$ cat src/design/fhpc_pkg.sv
// Shared types, constants and CRC-32 functions for the frame header and payload CRC block.
package fhpc_pkg;

    localparam int CRC_W      = 32;
    localparam int BYTE_W     = 8;
    localparam int HDR_BYTES  = 23;
    localparam int HDR_BITS   = HDR_BYTES * BYTE_W;
    localparam int TDATA_W    = HDR_BITS + BYTE_W;

    localparam logic [CRC_W-1:0] CRC_POLY = 32'hEDB88320;
    localparam logic [CRC_W-1:0] CRC_ONES = 32'hFFFFFFFF;

    // Kind of an input beat, carried on tuser.
    typedef enum logic
    {
        ACT_START   = 1'b0,
        ACT_PAYLOAD = 1'b1
    } action_t;

    // Header in wire order: the first member sits in the top bits, so the
    // most significant byte of the packed vector is the first byte hashed.
    typedef struct packed
    {
        logic [7:0]  version;
        logic [31:0] frame_number;
        logic [63:0] timestamp_bits;
        logic [31:0] rate_hz;
        logic [7:0]  channel_count;
        logic [7:0]  sample_bits;
        logic [31:0] declared_length;
    } hdr_t;

    typedef logic [HDR_BITS-1:0][CRC_W-1:0] hdr_mat_t;

    // One byte through the reflected CRC-32 register, one bit per step.
    function automatic logic [CRC_W-1:0] crc_byte(input logic [CRC_W-1:0] crc_in,
                                                  input logic [BYTE_W-1:0] data);
        logic [CRC_W-1:0] c;
        c = crc_in ^ {{(CRC_W-BYTE_W){1'b0}}, data};
        for (int k = 0; k < BYTE_W; k++)
        begin
            c = c[0] ? (CRC_POLY ^ (c >> 1)) : (c >> 1);
        end
        return c;
    endfunction

    // CRC of an all-zero header starting from all ones: the constant part of
    // the header's affine map.
    function automatic logic [CRC_W-1:0] hdr_base();
        logic [CRC_W-1:0] c;
        c = CRC_ONES;
        for (int j = 0; j < HDR_BYTES; j++)
        begin
            c = crc_byte(c, '0);
        end
        return c;
    endfunction

    // Contribution of each single header bit, starting from a zero register.
    // Evaluated only at elaboration.
    function automatic hdr_mat_t hdr_matrix();
        hdr_mat_t         m;
        logic [HDR_BITS-1:0] v;
        logic [CRC_W-1:0] c;
        for (int i = 0; i < HDR_BITS; i++)
        begin
            v    = '0;
            v[i] = 1'b1;
            c    = '0;
            for (int j = 0; j < HDR_BYTES; j++)
            begin
                c = crc_byte(c, v[HDR_BITS-1-BYTE_W*j -: BYTE_W]);
            end
            m[i] = c;
        end
        return m;
    endfunction

    localparam logic [CRC_W-1:0] HDR_BASE = hdr_base();
    localparam hdr_mat_t         HDR_MAT  = hdr_matrix();

    // Header CRC as a flat XOR network: base XOR the columns of the set bits.
    function automatic logic [CRC_W-1:0] hdr_crc(input hdr_t h);
        logic [HDR_BITS-1:0] v;
        logic [CRC_W-1:0]    c;
        v = h;
        c = HDR_BASE;
        for (int i = 0; i < HDR_BITS; i++)
        begin
            c = c ^ (HDR_MAT[i] & {CRC_W{v[i]}});
        end
        return c;
    endfunction

endpackage

$ cat src/design/fhpc_crc_next.sv
// Next value of the running CRC for one staged beat: header restart or one payload byte.
module fhpc_crc_next
    import fhpc_pkg::*;
(
    input  action_t             action,
    input  hdr_t                hdr,
    input  logic [BYTE_W-1:0]   data_byte,
    input  logic [CRC_W-1:0]    crc_in,
    output logic [CRC_W-1:0]    crc_out
);

    always_comb
    begin
        unique case (action)
            ACT_START:   crc_out = hdr_crc(hdr);
            ACT_PAYLOAD: crc_out = crc_byte(crc_in, data_byte);
            default:     crc_out = crc_in;
        endcase
    end

endmodule

$ cat src/design/frame_header_payload_crc32.sv
// Top level of the frame header and payload CRC-32 block with its stream ports.
// A tlast beat waits in the input stage until it fires; its checksum is then registered
// and presented on m_tvalid. The header is one XOR network. Throughput: one input beat
// per cycle, set by the single input stage feeding the running CRC register and the
// output register, unless a staged tlast beat meets a full output and a stalled sink.
// Reset: rst_n clears all valid flags and loads the running CRC with all ones.
module frame_header_payload_crc32
    import fhpc_pkg::*;
(
    input  logic                clk,
    input  logic                rst_n,

    input  logic                s_tvalid,
    output logic                s_tready,
    // Fields from bit 0 up: version[7:0], frame_number[39:8],
    // timestamp_bits[103:40], rate_hz[135:104], channel_count[143:136],
    // sample_bits[151:144], declared_length[183:152], data_byte[191:184].
    input  logic [TDATA_W-1:0]  s_tdata,
    // Fields from bit 0 up: action (0 = start with header, 1 = payload byte).
    input  logic                s_tuser,
    input  logic                s_tlast,

    output logic                m_tvalid,
    input  logic                m_tready,
    // Fields from bit 0 up: checksum[31:0].
    output logic [CRC_W-1:0]    m_tdata
);

    // Input stage: one beat waiting to be folded into the running CRC.
    logic                s1_valid_reg;
    action_t             s1_action_reg;
    hdr_t                s1_hdr_reg;
    logic [BYTE_W-1:0]   s1_byte_reg;
    logic                s1_last_reg;

    // Running CRC, all ones whenever no frame is open.
    logic [CRC_W-1:0]    crc_reg;
    logic [CRC_W-1:0]    crc_next;

    // Output register holding a finished checksum beat.
    logic                out_valid_reg;
    logic [CRC_W-1:0]    out_data_reg;

    logic                s1_fire;
    logic                s_fire;
    hdr_t                in_hdr;

    // The staged beat moves on unless it would produce a checksum while the
    // output register is still full and the sink is stalling.
    assign s1_fire  = s1_valid_reg && (!s1_last_reg || !out_valid_reg || m_tready);
    assign s_tready = !s1_valid_reg || s1_fire;
    assign s_fire   = s_tvalid && s_tready;

    assign m_tvalid = out_valid_reg;
    assign m_tdata  = out_data_reg;

    // Unpack tdata into header order.
    always_comb
    begin
        in_hdr.version         = s_tdata[7:0];
        in_hdr.frame_number    = s_tdata[39:8];
        in_hdr.timestamp_bits  = s_tdata[103:40];
        in_hdr.rate_hz         = s_tdata[135:104];
        in_hdr.channel_count   = s_tdata[143:136];
        in_hdr.sample_bits     = s_tdata[151:144];
        in_hdr.declared_length = s_tdata[183:152];
    end

    fhpc_crc_next u_crc_next
    (
        .action    (s1_action_reg),
        .hdr       (s1_hdr_reg),
        .data_byte (s1_byte_reg),
        .crc_in    (crc_reg),
        .crc_out   (crc_next)
    );

    // Control state and the running CRC.
    always_ff @(posedge clk or negedge rst_n)
    begin
        if (!rst_n)
        begin
            s1_valid_reg  <= 1'b0;
            out_valid_reg <= 1'b0;
            crc_reg       <= CRC_ONES;
        end
        else
        begin
            if (s_tready)
            begin
                s1_valid_reg <= s_tvalid;
            end

            if (s1_fire)
            begin
                // A frame end re-arms the register for the next frame.
                crc_reg <= s1_last_reg ? CRC_ONES : crc_next;
            end

            if (s1_fire && s1_last_reg)
            begin
                out_valid_reg <= 1'b1;
            end
            else if (m_tready)
            begin
                out_valid_reg <= 1'b0;
            end
        end
    end

    // Payload registers need no reset.
    always_ff @(posedge clk)
    begin
        if (s_fire)
        begin
            s1_action_reg <= action_t'(s_tuser);
            s1_hdr_reg    <= in_hdr;
            s1_byte_reg   <= s_tdata[TDATA_W-1 -: BYTE_W];
            s1_last_reg   <= s_tlast;
        end

        if (s1_fire && s1_last_reg)
        begin
            out_data_reg <= ~crc_next;
        end
    end

endmodule

$ cat config.mk
export PLATFORM = sky130hd
export DESIGN_NAME = frame_header_payload_crc32
export DESIGN_NICKNAME = d
export VERILOG_FILES = /design/src/design/fhpc_pkg.sv /design/src/design/fhpc_crc_next.sv /design/src/design/frame_header_payload_crc32.sv
export SDC_FILE = /design/constraint.sdc
export NUM_CORES = 1
export LEC_CHECK = 0
export BUFFER_PORTS_ARGS = -buffer_cell sky130_fd_sc_hd__buf_2
export CORE_MARGIN = 4
export CORE_UTILIZATION = 30
export DETAILED_ROUTE_END_ITERATION = 10
export GPL_ROUTABILITY_DRIVEN = 0
export PLACE_DENSITY = 0.57
export SLEW_MARGIN = 20
export SYNTH_ARGS = -nofsm -noshare
export SYNTH_HDL_FRONTEND = slang
export SYNTH_SLANG_ARGS = --single-unit
export TNS_END_PERCENT = 10
$ cat constraint.sdc
create_clock -name clk -period 11.65 [get_ports clk]
set_input_delay 1.7475 -clock clk [delete_from_list [all_inputs] [get_ports clk]]
set_output_delay 1.7475 -clock clk [all_outputs]
set_load 0.05 [all_outputs]
==> flow_summary.ini <==
[outcome]
status = completed

[clock_tree]
cts_tree = done
clock_latency_ns = 0.60
h-tree-depth = 1
ctsHoldBuffers = 0
root_buffer = clkbuf_16
post_cts_buffers = 0
cts.path.max_buffers = 3
numCtsBuffers = 30
clkSlewWorstSetupHoldPaths_ns = 0.06
clock-sinks = 260
cts_resized = 0

[sta]
max_freq_ghz = 0.2336
drv_slew = 0
setup_viol = 0
finClkSkew_ns = 0.03022
rsz0062_at_grt = false
slew_headroom_pct = 20.10
tightest_slew_ns = 1.190
finalHoldViolations = 0
setup_tns_ns = 0
period_share_pct = 36.74
min_period_ns = 4.280

[worst_setup_path]
rrSetupSlack_ns = 7.48
r2r_cells = 8
cp.arrival_ns = 2.53
critPathRequiredTime_ns = 9.90
timing.rr.start = s1_hdr_reg[175]
critPathKind = in -> out
critical_path.startpoint_type = input port
end_kind = output pin
critPathMaxFanout = 3
rr_endpoint = m_tdata[6]

[floorplanning]
core_um2 = 76330
die_w_um = 286.4
design.die.area_um2 = 82020
fp-row-count = 101
io-pin-count = 232
initial_core_util_pct = 30.46
fp.dieH_um = 286.4

[hold_path]
hold_path_class = reg -> reg
hold_end = crc_reg[29]
hold_start = crc_reg[29]
min_path_cells = 2

[layout]
syn_to_final_growth_pct = 11.96
largest_reg_flops = 184
multi_input_area_um2 = 14840
regArea_um2 = 7677
fin_nets = 2158
stdcell_count = 3015
drive_gt1_share_pct = 17.99
finalInstanceArea_um2 = 26030
fillers = 7665
final_util_pct = 34.10

[logic_synthesis]
yosys.area.top_type = xnor2_1
netlist.area_leader.share_pct = 32.24
ys_warn_count = 0
synth_edf_count = 226
postSynth.asyncResetShare_pct = 13.08
synthFlopType = edfxtp_1
avgSynthCellArea_um2 = 12.62
synth_area_um2 = 23250
ys_seq_elements = 260
ys_seq_area_share_pct = 33.02
syn_inst = 1842
synth.most_common_cell = xnor2_1
synthTopCellsByCount = xnor2_1 (856), edfxtp_1 (226), xor2_1 (204)
netlist_top_cells_area = xnor2_1 (32%), edfxtp_1 (29%), xnor3_1 (18%)
ys_types = 36
synth_nets = 2040

[drt]
first_pass_iters = 5
routedWlPerCell_um = 34.12
antenna_left = 0
vias_per_cell = 5.029
first_iter_violations = 2087
routed_wirelength_um = 102900
num_vias = 15160
drcViolationCount = 0

[global_route]
overflow = 0
grt_pass1_vias = 15430
grt_max_degree = 74
grt_use_total_pct = 24.33
grt_pass1_wl_um = 134900
antenna_found_initial = 2

[placed_design]
dpl_cell_area_um2 = 25060
place_inst = 2958
portBuffers = 231
dp_hpwl_um = 82960

[power]
power_density_nw_per_um2 = 311.2
ir_worst_vdd_mv = 0.1446
p_leak_nw = 10.09

[job]
drv_cap = 0
==> per-stage QoR <==
step	power, mW	hold slack, ns	setup WS (ns)
3_5_place_dp	6.971	0.4985	7.209
4_1_cts	7.964	0.5108	7.355
3_3_place_gp	6.970	0.4963	7.310
2_1_floorplan	5.262	0.4878	4.367
5_1_grt	8.318	0.5290	7.300
6_report	8.102	0.5089	7.370
==> cell usage in the layout, fill, tap and decap left out, types with 2 or more instances in the layout <==
| cell | n |
|---|---|
| nand2b_1 | 2 |
| xnor2_1 | 855 |
| dfrtp_1 | 2 |
| clkbuf_1 | 4 |
| nor2_1 | 34 |
| o21ai_0 | 10 |
| inv_6 | 2 |
| xnor2_2 | 22 |
| a21oi_1 | 35 |
| o32a_1 | 2 |
| xor2_2 | 4 |
| xor2_1 | 204 |
| clkinv_1 | 7 |
| dfstp_2 | 32 |
| nor2b_1 | 2 |
| nand2_1 | 25 |
| xnor3_1 | 185 |
| o22a_1 | 5 |
| xnor3_2 | 3 |
| clkbuf_16 | 31 |
| o21ai_1 | 5 |
| and2_1 | 4 |
| xor3_1 | 4 |
| buf_4 | 13 |
| edfxtp_1 | 226 |
| o31a_1 | 6 |
| clkinvlp_4 | 5 |
| buf_2 | 231 |
| o22ai_1 | 6 |
| bufinv_16 | 2 |
| clkinv_2 | 4 |
| mux2i_1 | 3 |
==> routing by layer <==
| layer | up-vias | wire length, um | track usage, % |
|---|---|---|---|
| li1 | 6183 | - | - |
| met1 | 7376 | 37300 | 29.50 |
| met2 | 1228 | 43980 | 37.08 |
| met3 | 375 | 12450 | 7.736 |
| met4 | 0 | 9152 | 16.28 |
| met5 | - | 0 | 0 |
==> cell families (layout without fill, tap and decap cells) <==
logic type | after synthesis | count (layout) | synth area share [%]
other cells | 0 | 1 | 0
xor+xnor | 1279 | 1279 | 60.55
simple gates | 70 | 70 | 1.243
compound gates | 71 | 71 | 1.808
flops | 260 | 260 | 33.02
buf+inv | 158 | 300 | 3.202
mux | 4 | 4 | 0.1776
==> worst max path at each step <==
stage | startpoint | to | slack [ns] | cells past startpoint
2_1_floorplan | m_tready | s1_action_reg | 4.37 | 3
3_3_place_gp | m_tready | s1_hdr_reg[72] | 7.31 | 6
3_5_place_dp | m_tready | s1_hdr_reg[144] | 7.21 | 6
4_1_cts | m_tready | s_tready | 7.35 | 4
5_1_grt | m_tready | s_tready | 7.30 | 4
6_report | m_tready | s_tready | 7.37 | 4
==> area by class of cell <==
type,count,area share (%)
Timing Repair Buffer,244,4.816
Sequential cell,260,29.49
Antenna cell,1,0.009613
Clock inverter,20,0.6200
Multi-Input combinational cell,1424,57.02
Tap cell,1030,4.951
Clock buffer,36,3.091
==> critical path, stage by stage <==
cell	delay, ns
buf_2	0.10
nor2b_1	0.22
nand3_1	0.20
buf_2	0.26
==> where the power goes <==
group,leakage [nW],internal (mW),switching (mW)
clock,0.459,0.535,0.396
sequential,2.55,1.31,0.223
combinational,7.08,2.43,3.21
total,10.1,4.27,3.83
No activity file was read; power rests on OpenSTA's default activity.
